==> config.mk <==
export PLATFORM = sky130hd
export DESIGN_NAME = nmea_sentence_field_splitter
export DESIGN_NICKNAME = d
export VERILOG_FILES = /design/src/hdl/nsfs_pkg.sv /design/src/hdl/nmea_sentence_field_splitter.sv /design/src/hdl/nsfs_parser.sv /design/src/hdl/nsfs_out_fifo.sv
export SDC_FILE = /design/constraint.sdc
export NUM_CORES = 1
export LEC_CHECK = 0
export BUFFER_PORTS_ARGS = -buffer_cell sky130_fd_sc_hd__buf_2
export CORE_ASPECT_RATIO = 1.2
export CORE_MARGIN = 1
export CORE_UTILIZATION = 40
export CTS_CLUSTER_DIAMETER = 40
export DETAILED_ROUTE_END_ITERATION = 6
export GPL_ROUTABILITY_DRIVEN = 1
export GPL_TIMING_DRIVEN = 0
export PLACE_DENSITY = 0.65
export SYNTH_ARGS = -nofsm -noshare
export SYNTH_HDL_FRONTEND = slang
export SYNTH_SLANG_ARGS = --single-unit
==> constraint.sdc <==
create_clock -name clk -period 5 [get_ports clk]
set_clock_uncertainty 0.15 [all_clocks]
set_input_delay 0 -clock clk [delete_from_list [all_inputs] [get_ports clk]]
set_output_delay 0 -clock clk [all_outputs]
set_load 0.01 [all_outputs]
==> src/hdl/nsfs_pkg.sv <==
// ----------------------------------------------------------------------------
// nsfs_pkg
// Shared types and constants of the NMEA sentence field splitter.
// ----------------------------------------------------------------------------
package nsfs_pkg;

	localparam int CFG_W    = 40;
	localparam int OQ_DEPTH = 4;
	localparam int OQ_AW    = 2;

	// Configuration register indexes.
	localparam logic [1:0] REG_TYPE   = 2'd0;
	localparam logic [1:0] REG_DELIM  = 2'd1;
	localparam logic [1:0] REG_MAXLEN = 2'd2;

	// Characters with a fixed meaning.
	localparam logic [7:0] CH_START = 8'h24;
	localparam logic [7:0] CH_STAR  = 8'h2A;
	localparam logic [7:0] CH_ZERO  = 8'h30;
	localparam logic [7:0] CH_COMMA = 8'h2C;

	// Reset value of the sentence type: "GPRMC".
	localparam logic [CFG_W-1:0] TYPE_RESET = 40'h4750524D43;
	localparam logic [7:0]       MAXLEN_RESET = 8'd128;

	typedef enum logic [1:0] {
		KIND_CHAR  = 2'd0,
		KIND_CLOSE = 2'd1,
		KIND_DONE  = 2'd2,
		KIND_ABORT = 2'd3
	} kind_t;

	typedef struct packed {
		kind_t      kind;
		logic [7:0] byte_value;
		logic [4:0] field_number;
		logic [4:0] position;
		logic [7:0] body_length;
		logic       last_of_run;
	} res_t;

	// Up to two results produced by one byte.
	typedef struct packed {
		logic [1:0] cnt;
		res_t       r0;
		res_t       r1;
	} push_t;

endpackage

==> src/hdl/nmea_sentence_field_splitter.sv <==
// ----------------------------------------------------------------------------
// nmea_sentence_field_splitter
// Splits NMEA-style sentences of a configured type into field characters,
// field-closed, sentence-complete and sentence-aborted results.
//
//   channel | handshake             | payload
//   rx      | rx_valid / rx_ready   | rx_byte
//   res     | res_valid / res_ready | kind, byte_value, field_number,
//           |                       | position, body_length, last_of_run
//   cfg     | cfg_we                | cfg_index, cfg_data
//
// One byte is accepted per cycle while the queue has room; a byte goes from
// the input register through the parser into a four-entry result queue,
// whose head drives the result port. A byte that makes two results hands
// them out one after the other. Input is accepted while the input register
// is empty or the queue has room for two results after the current pop.
// Reset returns the parser to hunting and the registers to GPRMC, ',' and 128.
// ----------------------------------------------------------------------------
module nmea_sentence_field_splitter #(
	parameter int MAX_FIELDS = 32,
	parameter int FIELD_LEN  = 16
) (
	input  logic                       clk,
	input  logic                       arst_n,
	input  logic                       rx_valid,
	output logic                       rx_ready,
	input  logic [7:0]                 rx_byte,
	output logic                       res_valid,
	input  logic                       res_ready,
	output logic [1:0]                 kind,
	output logic [7:0]                 byte_value,
	output logic [4:0]                 field_number,
	output logic [4:0]                 position,
	output logic [7:0]                 body_length,
	output logic                       last_of_run,
	input  logic                       cfg_we,
	input  logic [1:0]                 cfg_index,
	input  logic [nsfs_pkg::CFG_W-1:0] cfg_data
);
	import nsfs_pkg::*;

	logic [CFG_W-1:0] type_q;
	logic [7:0]       delim_q;
	logic [7:0]       maxlen_q;
	logic [7:0]       rx_byte_s1;
	logic             valid_s1;
	logic             go;
	logic             room2;
	logic             pop;
	push_t            push;
	res_t             head;

	always_ff @(posedge clk or negedge arst_n) begin
		if (!arst_n) begin
			type_q   <= TYPE_RESET;
			delim_q  <= CH_COMMA;
			maxlen_q <= MAXLEN_RESET;
		end else if (cfg_we) begin
			case (cfg_index)
				REG_TYPE:   type_q   <= cfg_data;
				REG_DELIM:  delim_q  <= cfg_data[7:0];
				REG_MAXLEN: maxlen_q <= cfg_data[7:0];
				default:    ;
			endcase
		end
	end

	assign go       = valid_s1 && room2;
	assign rx_ready = !valid_s1 || go;

	always_ff @(posedge clk or negedge arst_n) begin
		if (!arst_n)
			valid_s1 <= 1'b0;
		else if (rx_ready)
			valid_s1 <= rx_valid;
	end

	always_ff @(posedge clk) begin
		if (rx_ready && rx_valid)
			rx_byte_s1 <= rx_byte;
	end

	nsfs_parser #(
		.MAX_FIELDS(MAX_FIELDS),
		.FIELD_LEN (FIELD_LEN)
	) u_parser (
		.clk       (clk),
		.arst_n    (arst_n),
		.go        (go),
		.rx_byte_s1(rx_byte_s1),
		.cfg_type  (type_q),
		.cfg_delim (delim_q),
		.cfg_maxlen(maxlen_q),
		.push      (push)
	);

	assign pop = res_valid && res_ready;

	nsfs_out_fifo u_out_fifo (
		.clk       (clk),
		.arst_n    (arst_n),
		.push      (push),
		.pop       (pop),
		.room2     (room2),
		.head_valid(res_valid),
		.head      (head)
	);

	assign kind         = head.kind;
	assign byte_value   = head.byte_value;
	assign field_number = head.field_number;
	assign position     = head.position;
	assign body_length  = head.body_length;
	assign last_of_run  = head.last_of_run;

endmodule

==> src/hdl/nsfs_parser.sv <==
// ----------------------------------------------------------------------------
// nsfs_parser
// Sentence state machine: hunts for the start marker, checks the type and
// splits the body into fields, producing up to two results per byte.
// ----------------------------------------------------------------------------
module nsfs_parser #(
	parameter int MAX_FIELDS = 32,
	parameter int FIELD_LEN  = 16
) (
	input  logic                      clk,
	input  logic                      arst_n,
	input  logic                      go,
	input  logic [7:0]                rx_byte_s1,
	input  logic [nsfs_pkg::CFG_W-1:0] cfg_type,
	input  logic [7:0]                cfg_delim,
	input  logic [7:0]                cfg_maxlen,
	output nsfs_pkg::push_t           push
);
	import nsfs_pkg::*;

	localparam int FW = $clog2(MAX_FIELDS);
	localparam int PW = $clog2(FIELD_LEN + 1);

	typedef enum logic [1:0] {PH_HUNT, PH_TYPE, PH_SKIP, PH_BODY} phase_t;

	phase_t        phase_q, phase_d;
	logic [2:0]    tcnt_q, tcnt_d;
	logic          tmatch_q, tmatch_d;
	logic [7:0]    body_q, body_d;
	logic [FW-1:0] field_q, field_d;
	logic [PW-1:0] pos_q, pos_d;

	logic [7:0] want;
	logic       want_ok;
	logic [7:0] body_inc;
	res_t       r0, r1;
	logic [1:0] cnt;

	always_comb begin
		want_ok = 1'b1;
		case (tcnt_q)
			3'd0: want = cfg_type[39:32];
			3'd1: want = cfg_type[31:24];
			3'd2: want = cfg_type[23:16];
			3'd3: want = cfg_type[15:8];
			3'd4: want = cfg_type[7:0];
			default: begin
				want    = 8'h00;
				want_ok = 1'b0;
			end
		endcase
	end

	assign body_inc = body_q + 8'd1;

	always_comb begin
		phase_d  = phase_q;
		tcnt_d   = tcnt_q;
		tmatch_d = tmatch_q;
		body_d   = body_q;
		field_d  = field_q;
		pos_d    = pos_q;
		cnt      = 2'd0;

		r0.kind         = KIND_CHAR;
		r0.byte_value   = 8'h00;
		r0.field_number = 5'(field_q);
		r0.position     = 5'(pos_q);
		r0.body_length  = body_inc;
		r0.last_of_run  = 1'b1;
		r1              = r0;

		case (phase_q)
			PH_HUNT: begin
				if (rx_byte_s1 == CH_START) begin
					phase_d  = PH_TYPE;
					tcnt_d   = 3'd0;
					tmatch_d = 1'b1;
				end
			end
			PH_TYPE: begin
				if (tcnt_q >= 3'd4) begin
					phase_d  = (tmatch_q && want_ok && rx_byte_s1 == want) ? PH_SKIP : PH_HUNT;
					tcnt_d   = 3'd0;
					tmatch_d = 1'b1;
				end else begin
					tcnt_d   = tcnt_q + 3'd1;
					tmatch_d = tmatch_q && want_ok && rx_byte_s1 == want;
				end
			end
			PH_SKIP: begin
				phase_d = PH_BODY;
				body_d  = 8'd0;
				field_d = '0;
				pos_d   = '0;
			end
			PH_BODY: begin
				cnt = 2'd1;
				if (rx_byte_s1 == CH_STAR) begin
					// The star is not counted in the body length.
					r0.kind        = KIND_DONE;
					r0.body_length = body_q;
					phase_d        = PH_HUNT;
				end else begin
					body_d = body_inc;
					if (body_inc >= cfg_maxlen) begin
						r0.kind = KIND_ABORT;
						phase_d = PH_HUNT;
					end else if (rx_byte_s1 == cfg_delim) begin
						if (field_q == FW'(MAX_FIELDS - 1)) begin
							r0.kind = KIND_ABORT;
							phase_d = PH_HUNT;
						end else begin
							field_d = field_q + 1'b1;
							pos_d   = '0;
							if (pos_q == '0) begin
								// An empty field gets a filler character first.
								cnt              = 2'd2;
								r0.byte_value    = CH_ZERO;
								r0.last_of_run   = 1'b0;
								r1.kind          = KIND_CLOSE;
								r1.position      = 5'd1;
							end else begin
								r0.kind = KIND_CLOSE;
							end
						end
					end else if (pos_q == PW'(FIELD_LEN)) begin
						r0.kind = KIND_ABORT;
						phase_d = PH_HUNT;
					end else begin
						r0.byte_value = rx_byte_s1;
						pos_d         = pos_q + 1'b1;
					end
				end
			end
			default: phase_d = PH_HUNT;
		endcase
	end

	always_ff @(posedge clk or negedge arst_n) begin
		if (!arst_n) begin
			phase_q  <= PH_HUNT;
			tcnt_q   <= 3'd0;
			tmatch_q <= 1'b1;
			body_q   <= 8'd0;
			field_q  <= '0;
			pos_q    <= '0;
		end else if (go) begin
			phase_q  <= phase_d;
			tcnt_q   <= tcnt_d;
			tmatch_q <= tmatch_d;
			body_q   <= body_d;
			field_q  <= field_d;
			pos_q    <= pos_d;
		end
	end

	assign push.cnt = go ? cnt : 2'd0;
	assign push.r0  = r0;
	assign push.r1  = r1;

endmodule

==> src/hdl/nsfs_out_fifo.sv <==
// ----------------------------------------------------------------------------
// nsfs_out_fifo
// Small result queue: takes up to two results a cycle, hands out one.
// ----------------------------------------------------------------------------
module nsfs_out_fifo (
	input  logic            clk,
	input  logic            arst_n,
	input  nsfs_pkg::push_t push,
	input  logic            pop,
	output logic            room2,
	output logic            head_valid,
	output nsfs_pkg::res_t  head
);
	import nsfs_pkg::*;

	res_t             mem_q [OQ_DEPTH];
	logic [OQ_AW-1:0] wp_q, rp_q;
	logic [OQ_AW:0]   cnt_q;
	logic [OQ_AW:0]   cnt_left;

	assign head_valid = (cnt_q != '0);
	assign head       = mem_q[rp_q];

	// Two free slots after this cycle's pop are needed for any byte.
	assign cnt_left = cnt_q - {{OQ_AW{1'b0}}, pop};
	assign room2    = cnt_left <= (OQ_AW + 1)'(OQ_DEPTH - 2);

	always_ff @(posedge clk) begin
		if (push.cnt != 2'd0)
			mem_q[wp_q] <= push.r0;
		if (push.cnt == 2'd2)
			mem_q[wp_q + 1'b1] <= push.r1;
	end

	always_ff @(posedge clk or negedge arst_n) begin
		if (!arst_n) begin
			wp_q  <= '0;
			rp_q  <= '0;
			cnt_q <= '0;
		end else begin
			wp_q  <= wp_q + OQ_AW'(push.cnt);
			rp_q  <= rp_q + {{(OQ_AW-1){1'b0}}, pop};
			cnt_q <= cnt_left + (OQ_AW + 1)'(push.cnt);
		end
	end

endmodule

Word-level counts from Yosys, hierarchy flattened
Memories as Yosys holds them, arrays and structs flattened.
Cells that the tools add are included.
{"block": "word_totals", "ff_bits": 96, "latch_bits": 0, "mem_bits_rw": 116, "romBits": 0, "inputBits": 55, "output_inout_bits": 31, "elab_cells": 148, "memories": 1}
{"block": "classes", "n_addsub": 9, "multipliers": 0, "div_mod_pow": 0, "order_cmp": 3, "n_eq_ne": 26, "shifts": 0, "muxes": 71, "n_bitwise": 0, "reduce_logical": 24}
{"memory": "u_out_fifo.mem_q", "words": 4, "width": 29, "read_ports": 1, "rd_clocked_by_memory_dff": 0, "write_ports": 2, "line": "nsfs_out_fifo.sv:16", "text": "res_t mem_q [OQ_DEPTH];"}
{"op": "5-bit two-way mux", "n": 15}
{"op": "2-bit two-way mux", "n": 24}
{"op": "8-bit two-way mux", "n": 5}
{"op": "8-bit one-hot mux with 5 select lines", "n": 1}
{"op": "10-bit two-way mux", "n": 2}
{"op": "5-bit one-hot mux with 2 select lines", "n": 2}
{"op": "8-bit by 6-bit equality test with 1-bit output, second input constant", "n": 2}
{"op": "8-bit equality test", "n": 2}
{"op": "8-bit one-hot mux with 2 select lines", "n": 1}
{"op": "1-bit two-way mux", "n": 14}
{"op": "6-bit AND reduction", "n": 2}
{"op": "5-bit by 1-bit adder with 5-bit output, second input constant", "n": 2}
{"op": "5-bit equality test, second input constant", "n": 2}
{"op": "9-bit two-way mux", "n": 1}
{"op": "8-bit by 1-bit adder with 8-bit output, second input constant", "n": 1}
{"op": "2-bit equality test, second input constant", "n": 4}
{"op": "8-bit greater-or-equal comparator", "n": 1}
{"op": "2-bit one-hot mux with 4 select lines", "n": 1}
{"op": "2-bit AND reduction", "n": 4}
{"op": "3-bit by 2-bit equality test with 1-bit output, second input constant", "n": 2}
{"op": "3-bit two-way mux", "n": 2}
{"op": "6-bit two-way mux", "n": 1}
{"op": "2-bit by 1-bit inequality test with 1-bit output, second input constant", "n": 3}
{"op": "2-bit inequality test, second input constant", "n": 3}
{"op": "other kinds (28)", "n": 36}

Longest topological paths before layout
Gate-level depths: netlist of the first run.
{"block": "logic_depth", "depth_word": 11, "ltp_mapped": 14, "ltp_nobuf": 13}

Hierarchy
From an unflattened synthesis of the first run, not the netlist that was laid out.
{"block": "hier_totals", "cells_unflattened": 793, "hier_area_um2": 11237.0}
{"mod": "nsfs_out_fifo", "n_inst": 1, "cells_per_inst": 319, "area_per_inst_um2": 6070.8, "seq_area_each_um2": 3658.5}
{"mod": "nsfs_parser", "n_inst": 1, "cells_per_inst": 341, "area_per_inst_um2": 2726.4, "seq_area_each_um2": 601.8}
{"mod": "nmea_sentence_field_splitter", "n_inst": 1, "cells_per_inst": 133, "area_per_inst_um2": 2439.8, "seq_area_each_um2": 1691.6}

Worst setup path before layout of the first run
OpenSTA, ideal clock, no wires.
{"block": "synth_timing", "path_kind": "reg-to-reg", "from": "register u_parser.body_q[4]", "to": "memory u_out_fifo.mem_q[0][10] (netlist bit) (enable)", "setup_time_ps": 386, "arrival_time_ps": 3357, "required_ps": 4464, "setup_slack_ps": 1107, "path_stages_with_launch": 13, "n_path_buf": 2, "period_less_slack_ps": 3893, "cell_sequence": "dfrtp_1 > clkbuf_1 > and3_1 > nand3_1 > nor2_1 > xor2_1 > ha_1 > and3_1 > and3_1 > a211oi_1 > buf_2 > nand3_2 > o21ai_2"}
{"item": "from (decl)", "line": "nsfs_parser.sv:29", "text": "logic [7:0] body_q, body_d;"}
{"item": "from (signal assigned)", "line": "nsfs_parser.sv:152", "text": "body_q <= body_d;"}
{"item": "to (decl)", "line": "nsfs_out_fifo.sv:16"}

==> out/results.md, run 1 <==
| Item | Value |
|---|---|
| Pre-CTS setup slack | -50.9 ps |
| Layout area overhead | 23.6% |
| Die Width | 148 um |
| Most congested layer reported by global routing | met2 |
| Vias in the first global route | 7,592 |
| Number of max-cap violations | 0 |
| Number of flops mapped to enable cells by yosys | 84 |
| GRT Overall Usage | 20.6% |
| Antenna diode count | 0 |
| Data arrival time at the worst-slack endpoint | 4650 ps |
| Deepest level of the CTS H-tree | 1 |
| Final Max Tran Viols | 0 |
| Total wire length | 26.5 mm |
| Net count reported at finish | 1,078 |
| Post-Layout Cell Count | 1,344 |
| Area of the core | 25,000 um^2 |
| Synth Area in Compound Gates | 11.9% |
| Number of placement rows | 63 |
| Global-route wire length before repair | 42.1 mm |
| Post-Layout Inst Area | 12,700 um^2 |
| CP Buf/Inv Count | 2 |
| Largest net degree at the start of global routing | 65 |
| Async set-or-reset flop fraction in the synthesized netlist | 41.5% |
| Type of element capturing the critical path | flip-flop |
| Sequential area share after synthesis | 53.9% |
| Height of the chip | 178 um |
| Post-Route Setup TNS | 0 ps |
| Xor and xnor area share after synthesis | 2.03% |
| TritonCTS clock tree | yes |
| Adder and majority gate portion of the synthesized area | 2.99% |
| Number of antenna violations at the first check in global routing | 0 |
| Clock transition at the registers of the reported paths | 60 ps |
| Post-Synth Simple-Gate Area | 12.1% |
| Synth Cell Area | 10,300 um^2 |
| Clock period minus worst slack | 4650 ps |
| Initial cell density of the core | 41.2% |
| Longest individual stage delay on the worst path | 630 ps |
| Number of I/O pins | 86 |
| Die area | 26,400 um^2 |
| Part of the cycle the worst path needs | 93.0% |
| Pwr per Cell Area | 418 nW/um^2 |
| Max FO, Critical Path | 19 |
| Number of sinks driven by the clock tree | 212 |
| Final setup violation count | 0 |
| Multiplexer area fraction after synthesis | 13.6% |
| Combinational family with the most area after synthesis | multiplexers |
| Number of hold violations in the final report | 0 |
| Met1 global-route usage | 26.6% |
| Flop2flop setup slack | 350 ps |
| Cell family with the largest share of critical-path delay | simple AND/OR/NAND/NOR gates |
| Count of buffers inserted at the top-level ports | 85 |
| Outcome | finished clean |
| Leading register cell type out of synthesis | sky130_fd_sc_hd__edfxtp_1 |
| Syn. warnings | 0 |
| TritonCTS buffer count | 27 |
| Leading cell type in the layout, fill and taps excluded | sky130_fd_sc_hd__buf_2 |
| Slowest stage cell, crit path | sky130_fd_sc_hd__inv_1 |
| Min-delay worst type | primary input to flip-flop |
| Number of cells on the worst reg-to-reg path | 12 |
| Syn nets | 902 |
| Dpl cell area | 11,200 um^2 |
| Peak ir drop on the vdd network | 0.330 mV |
| Crit path kind | flip-flop to flip-flop |
| Slew headroom | 30.4% |
| Highest-count cells in the layout ignoring fill and taps | 99 x sky130_fd_sc_hd__buf_2, 84 x sky130_fd_sc_hd__edfxtp_1, 67 x sky130_fd_sc_hd__dfrtp_1 |
| Wire per inst | 19.7 um |
| Leakage Power | 5.04 nW |
| Worst reg2reg path endpoint | u_out_fifo.mem_q[1][8] |
| Cells traversed along the worst timing path | ha_1 > nand3_1 > nor2_1 > xor2_1 > ha_1 > and3_1 > and3_1 > a211oi_1 > and3_4 > a21oi_2 > buf_6 > inv_1 |
| DRT iter0 DRCs | 411 |
| Final design utilization | 50.9% |
| Data required time at the worst endpoint | 5000 ps |
| Maximum number of buffers from clock root to sink | 3 |
| Number of buffers added for setup after CTS | 0 |
| Hold worst-path end | rx_byte_s1[1] |
| Total congestion overflow | 0 |
| Synthesized netlist cell count | 823 |
| Worst r2r src | u_parser.body_q[0] |
| Achievable frequency | 0.215 GHz |
| DRC violation count after routing | 0 |
| Min-Delay Startpoint | rx_byte[1] |
| Distinct cell type count of the synthesized netlist | 78 |
| Sum of net half-perimeters after detailed placement | 18.3 mm |
| Total instance count after detailed placement | 1,234 |
| Post-synthesis sequential element count | 212 |
| Hold Path Cell Cnt | 2 |
| Final worst slack | 349 ps |
| Root buffer cell | sky130_fd_sc_hd__clkbuf_16 |
| Ratio of cells with drive above 1 in the final layout | 27.9% |
| Global Route met2 Usage | 35.3% |
| Kind of start point of the critical path | flip-flop |
| Gpl congestion | 0.906 |
| Via-to-Cell Ratio | 5.57 |
| Average cell area after synthesis | 12.5 um^2 |
| Routed Antenna Nets | 0 |
| Insertion delay of the later-clocked pin in the worst-skew pair | 530 ps |
| Unrepaired setup endpoints after global routing | false |
| Slew at the pin with the worst max-slew slack | 1040 ps |
| Detailed Routing Iterations Pass 1 | 5 |
| DR vias | 7,488 |
| Global-route track usage on met3 | 2.67% |
timing repair:
| item | CTS | global route |
|---|---|---|
| pin swaps | 0 | 0 |
| hold endpoints to repair | 163 | 0 |
| resized for setup | 2 | 2 |
| endpoints found under the setup margin | 52 | 21 |
| hold buffers | 61 | 0 |
cell usage after synthesis, types with 4 or more instances:
cell | n | share of area (%)
sky130_fd_sc_hd__edfxtp_1 | 84 | 24
sky130_fd_sc_hd__dfrtp_1 | 67 | 16
sky130_fd_sc_hd__mux2_2 | 60 | 6.6
sky130_fd_sc_hd__nor2_1 | 47 | 1.7
sky130_fd_sc_hd__nand2_1 | 44 | 1.6
sky130_fd_sc_hd__dfxtp_1 | 40 | 7.8
sky130_fd_sc_hd__inv_1 | 34 | 1.2
sky130_fd_sc_hd__mux4_2 | 29 | 6.3
sky130_fd_sc_hd__and2_1 | 26 | 1.6
sky130_fd_sc_hd__clkbuf_1 | 25 | 0.91
sky130_fd_sc_hd__o21ai_0 | 25 | 1.2
sky130_fd_sc_hd__a32o_1 | 23 | 2.2
sky130_fd_sc_hd__ha_1 | 23 | 2.8
sky130_fd_sc_hd__a21oi_1 | 21 | 1.0
sky130_fd_sc_hd__dfstp_2 | 21 | 5.4
sky130_fd_sc_hd__nand3_1 | 20 | 0.97
sky130_fd_sc_hd__a22oi_1 | 19 | 1.4
sky130_fd_sc_hd__nor2b_1 | 17 | 1.0
sky130_fd_sc_hd__a22o_1 | 16 | 1.4
sky130_fd_sc_hd__buf_2 | 15 | 0.73
sky130_fd_sc_hd__xor2_1 | 15 | 1.3
sky130_fd_sc_hd__and3_1 | 10 | 0.61
sky130_fd_sc_hd__nand4_1 | 8 | 0.49
sky130_fd_sc_hd__buf_1 | 7 | 0.26
sky130_fd_sc_hd__mux2i_1 | 7 | 0.68
sky130_fd_sc_hd__nor3_1 | 7 | 0.34
sky130_fd_sc_hd__xnor2_1 | 7 | 0.60
sky130_fd_sc_hd__nand3b_1 | 6 | 0.44
sky130_fd_sc_hd__o2bb2ai_1 | 6 | 0.51
sky130_fd_sc_hd__a31oi_1 | 5 | 0.30
sky130_fd_sc_hd__nor4_1 | 5 | 0.30
sky130_fd_sc_hd__a211o_1 | 4 | 0.34
sky130_fd_sc_hd__a222oi_1 | 4 | 0.39
sky130_fd_sc_hd__nor3b_1 | 4 | 0.29
layer usage:
layer  wire length, um  share of wire (%)
met1             11100                 42
met2             13100                 49
met3              1490                5.6
met4               808                3.1
met5                 0                  0
final cells by class:
type	count	area, um^2
Fill cell	2221	12300
Sequential cell	212	5550
Multi-Input combinational cell	527	4410
Timing Repair Buffer	147	1080
Clock buffer	34	743
Tap cell	325	407
Buffer	50	225
Clock inverter	15	181
Inverter	34	128
through the flow:
step | hold WS, ps | power [mW]
after floorplan | -446 | 2.94
after global placement | 42.2 | 3.31
after detailed placement | -200 | 3.34
after CTS | 20.8 | 5.36
after global routing | 35.1 | 5.55
final | 28.0 | 5.32
registers in the layout (all words and copies together), names as in the netlist, named ones only:
| signal | cells |
|---|---|
| u_parser.phase_q | 1 |
| u_out_fifo.cnt_q | 3 |
| u_parser.pos_q | 5 |
| u_parser.body_q | 8 |
| u_out_fifo.rp_q | 2 |
| u_parser.tmatch_q | 1 |
| rx_byte_s1 | 8 |
| maxlen_q | 8 |
| u_parser.field_q | 5 |
| type_q | 40 |
| valid_s1 | 1 |
| u_out_fifo.mem_q | 116 |
| u_parser.tcnt_q | 3 |
| u_out_fifo.wp_q | 2 |
| delim_q | 8 |
how the worst max path moves through the flow:
stage	to	start	slack, ps	depth (start not counted)
after detailed placement	u_out_fifo.mem_q[0][17]	u_parser.body_q[0]	-50	11
after global routing	u_out_fifo.mem_q[0][18]	u_parser.body_q[0]	10	12
after floorplan	u_out_fifo.mem_q[0][10]	u_parser.body_q[4]	1110	12
final	u_out_fifo.mem_q[1][8]	u_parser.body_q[0]	350	12
after CTS	u_out_fifo.mem_q[3][8]	u_parser.body_q[0]	60	11
after global placement	u_out_fifo.mem_q[0][17]	u_parser.body_q[0]	30	11
cells by family (layout without fill, tap and decap cells):
kind of cell | count (synthesis) | count (layout)
buf+inv | 84 | 280
compound gates | 162 | 162
flops | 212 | 212
simple gates | 222 | 222
fa+ha+maj | 24 | 24
xor+xnor | 23 | 23
mux | 96 | 96
report_power, final:
group / switching, mW / leakage, nW / internal [mW]
registers: 0.104 / 2.14 / 1.98
logic: 0.669 / 2.44 / 0.583
clock network: 0.767 / 0.454 / 1.22
No activity file was read; power rests on OpenSTA's default activity.
==> inputs of run 2 (changes only) <==
--- a/config.mk
+++ b/config.mk
@@ -6,8 +6,9 @@
 export NUM_CORES = 1
 export LEC_CHECK = 0
 export BUFFER_PORTS_ARGS = -buffer_cell sky130_fd_sc_hd__buf_2
+export CAP_MARGIN = 20
 export CORE_ASPECT_RATIO = 1.2
-export CORE_MARGIN = 1
+export CORE_MARGIN = 4
 export CORE_UTILIZATION = 40
 export CTS_CLUSTER_DIAMETER = 40
 export DETAILED_ROUTE_END_ITERATION = 6
==> out/results.md, run 2 (synthesis gave the netlist of run 1 again) <==
| Item | Value |
|---|---|
| Max FFs per register | 116 |
| DRT iter0 DRCs | 610 |
| Data arrival time at the worst-slack endpoint | 4700 ps |
| Leakage Power | 5.02 nW |
| Worst r2r src | u_parser.body_q[4] |
| Sum of net half-perimeters after detailed placement | 18.7 mm |
| Type of element capturing the critical path | flip-flop |
| Antenna diode count | 0 |
| Cell family with the largest share of critical-path delay | simple AND/OR/NAND/NOR gates |
| Number of placement rows | 64 |
| Slew headroom | 31.0% |
| Outcome | finished clean |
| Initial cell density of the core | 40.4% |
| Peak ir drop on the vdd network | 0.301 mV |
| DR vias | 7,594 |
| Count of buffers inserted at the top-level ports | 85 |
| Largest net degree at the start of global routing | 61 |
| Insertion delay of the later-clocked pin in the worst-skew pair | 530 ps |
| Via-to-Cell Ratio | 5.65 |
| Total wire length | 27.4 mm |
| Largest register by flop count | u_out_fifo.mem_q |
| TritonCTS buffer count | 26 |
| Number of sinks driven by the clock tree | 212 |
| Largest registers | u_out_fifo.mem_q (116), type_q (40) |
| Number of hold violations in the final report | 0 |
| Worst reg2reg path endpoint | u_out_fifo.mem_q[2][6] |
| Number of cells on the worst reg-to-reg path | 12 |
| Final worst slack | 300 ps |
| Hold worst-path end | rx_byte_s1[6] |
| Deepest level of the CTS H-tree | 1 |
| Vias in the first global route | 7,726 |
| Routed Antenna Nets | 0 |
| FF/Latch Area | 5550 um^2 |
| Kind of start point of the critical path | flip-flop |
| Pwr per Cell Area | 417 nW/um^2 |
| Height of the chip | 184 um |
| Hold Path Cell Cnt | 2 |
| Root buffer cell | sky130_fd_sc_hd__clkbuf_16 |
| Min-Delay Startpoint | rx_byte[6] |
| Gpl congestion | 0.921 |
| TritonCTS clock tree | yes |
| Pre-CTS setup slack | -58.3 ps |
| Combined area of the multi-input logic cells | 4410 um^2 |
| Slew at the pin with the worst max-slew slack | 1030 ps |
| Crit path kind | flip-flop to flip-flop |
| Die area | 28,400 um^2 |
| Area of the core | 25,500 um^2 |
| Final Max Tran Viols | 0 |
| Min-delay worst type | primary input to flip-flop |
| Final setup violation count | 0 |
| Achievable frequency | 0.213 GHz |
| Layout area overhead | 23.0% |
| Highest-count cells in the layout ignoring fill and taps | 99 x sky130_fd_sc_hd__buf_2, 84 x sky130_fd_sc_hd__edfxtp_1, 67 x sky130_fd_sc_hd__dfrtp_1 |
| Part of the cycle the worst path needs | 94.0% |
| CP Buf/Inv Count | 2 |
| Part of the total power dissipated in sequential elements | 39.4% |
| Clock network power share | 36.8% |
| Power share of the combinational group | 23.7% |
| Internal cell power | 3.76 mW |
| Die Width | 154 um |
| Ratio of cells with drive above 1 in the final layout | 27.6% |
| Clock transition at the registers of the reported paths | 60 ps |
| Proportion of total power due to net switching | 28.8% |
| Leading cell type in the layout, fill and taps excluded | sky130_fd_sc_hd__buf_2 |
| Data required time at the worst endpoint | 5000 ps |
| Net count reported at finish | 1,074 |
| GRT Overall Usage | 19.1% |
| Total congestion overflow | 0 |
| Clock period minus worst slack | 4700 ps |
| Final design utilization | 49.7% |
| Slowest stage cell, crit path | sky130_fd_sc_hd__nand2_2 |
| Cells traversed along the worst timing path | clkbuf_1 > and3_1 > nand3_1 > nor2_1 > xor2_1 > ha_1 > and3_1 > and3_1 > a211oi_1 > buf_2 > nand4_1 > nand2_2 |
| CP dominant cell by count | sky130_fd_sc_hd__and3_1 |
| Longest individual stage delay on the worst path | 680 ps |
| Detailed Routing Iterations Pass 1 | 5 |
| Filler cell count in the final layout | 2,274 |
| Wire per inst | 20.4 um |
| Max FO, Critical Path | 26 |
| Number of I/O pins | 86 |
| Number of antenna violations at the first check in global routing | 0 |
| Maximum number of buffers from clock root to sink | 3 |
| Global-route wire length before repair | 43.3 mm |
| Flop2flop setup slack | 300 ps |
| DRC violation count after routing | 0 |
| Number of max-cap violations | 0 |
| Psw | 1.52 mW |
| Unrepaired setup endpoints after global routing | false |
-- run 2: worst reg2reg max path: cells and delay by family (launching register included) --
family	cells	cell delay (ps)
AOI/OAI and AO/OA	1	390
xor gates and xnor gates	1	460
adders and majority gates	1	360
buffers and inverters	2	580
DFF	1	320
and+or+nand+nor	7	2050
-- run 2: metrics by stage --
| step | area, um^2 | total power [mW] | cells | setup TNS (ps) | hold slack (ps) |
|---|---|---|---|---|---|
| 6_report | 12700 | 5.28 | 1345 | 0 | 51.8 |
| 5_1_grt | 12700 | 5.51 | 1345 | 0 | 48.9 |
| 4_1_cts | 12700 | 5.32 | 1344 | 0 | 25.1 |
| 3_5_place_dp | 11200 | 3.34 | 1240 | -1300 | -180 |
| 3_3_place_gp | 11100 | 3.32 | 1238 | -738 | 37.7 |
| 2_1_floorplan | 10300 | 2.94 | 823 | 0 | -446 |
-- run 2: how the worst max path moves through the flow --
stage	slack [ps]	end	start	depth (start not counted)
5_1_grt	20	u_out_fifo.mem_q[2][18]	u_parser.body_q[4]	13
3_3_place_gp	-30	u_out_fifo.mem_q[0][17]	u_parser.body_q[4]	12
4_1_cts	120	u_out_fifo.mem_q[3][7]	u_parser.body_q[4]	12
6_report	300	u_out_fifo.mem_q[2][6]	u_parser.body_q[4]	12
3_5_place_dp	-60	u_out_fifo.mem_q[2][17]	u_parser.body_q[4]	12
2_1_floorplan	1110	u_out_fifo.mem_q[0][10]	u_parser.body_q[4]	12
-- run 2: area by class of cell --
cell class | count | area share, %
clock inverter | 13 | 1.17
clock buffer | 35 | 5.90
inverter | 34 | 1.01
tap | 330 | 3.26
timing repair buffer | 144 | 8.28
multi-input combinational | 527 | 34.8
sequential | 212 | 43.8
buffer | 50 | 1.78
-- run 2: per-layer routing --
metal / vias to the layer above / wire length, um / GRT usage (%)
li1: 3468 / - / -
met4: 0 / 728 / 5.90
met1: 3764 / 11300 / 24.9
met5: - / 0 / 0
met3: 50 / 1630 / 2.47
met2: 312 / 13800 / 33.5
-- run 2: power by group through the flow --
stage | clock, mW | combinational, mW | sequential, mW
finish | 1.94 | 1.25 | 2.08
global route | 2.05 | 1.37 | 2.10
CTS | 1.97 | 1.27 | 2.08
detailed placement | 0 | 1.23 | 2.11
global placement | 0 | 1.21 | 2.11
floorplan | 0 | 0.864 | 2.07
-- run 2: repair_timing --
| action | CTS | global route |
|---|---|---|
| endpoints found under the setup margin | 25 | 13 |
| gates resized for setup | 1 | 1 |
| hold endpoints to repair | 163 | 0 |
| buffers inserted | 0 | 0 |
| hold buffers | 56 | 0 |
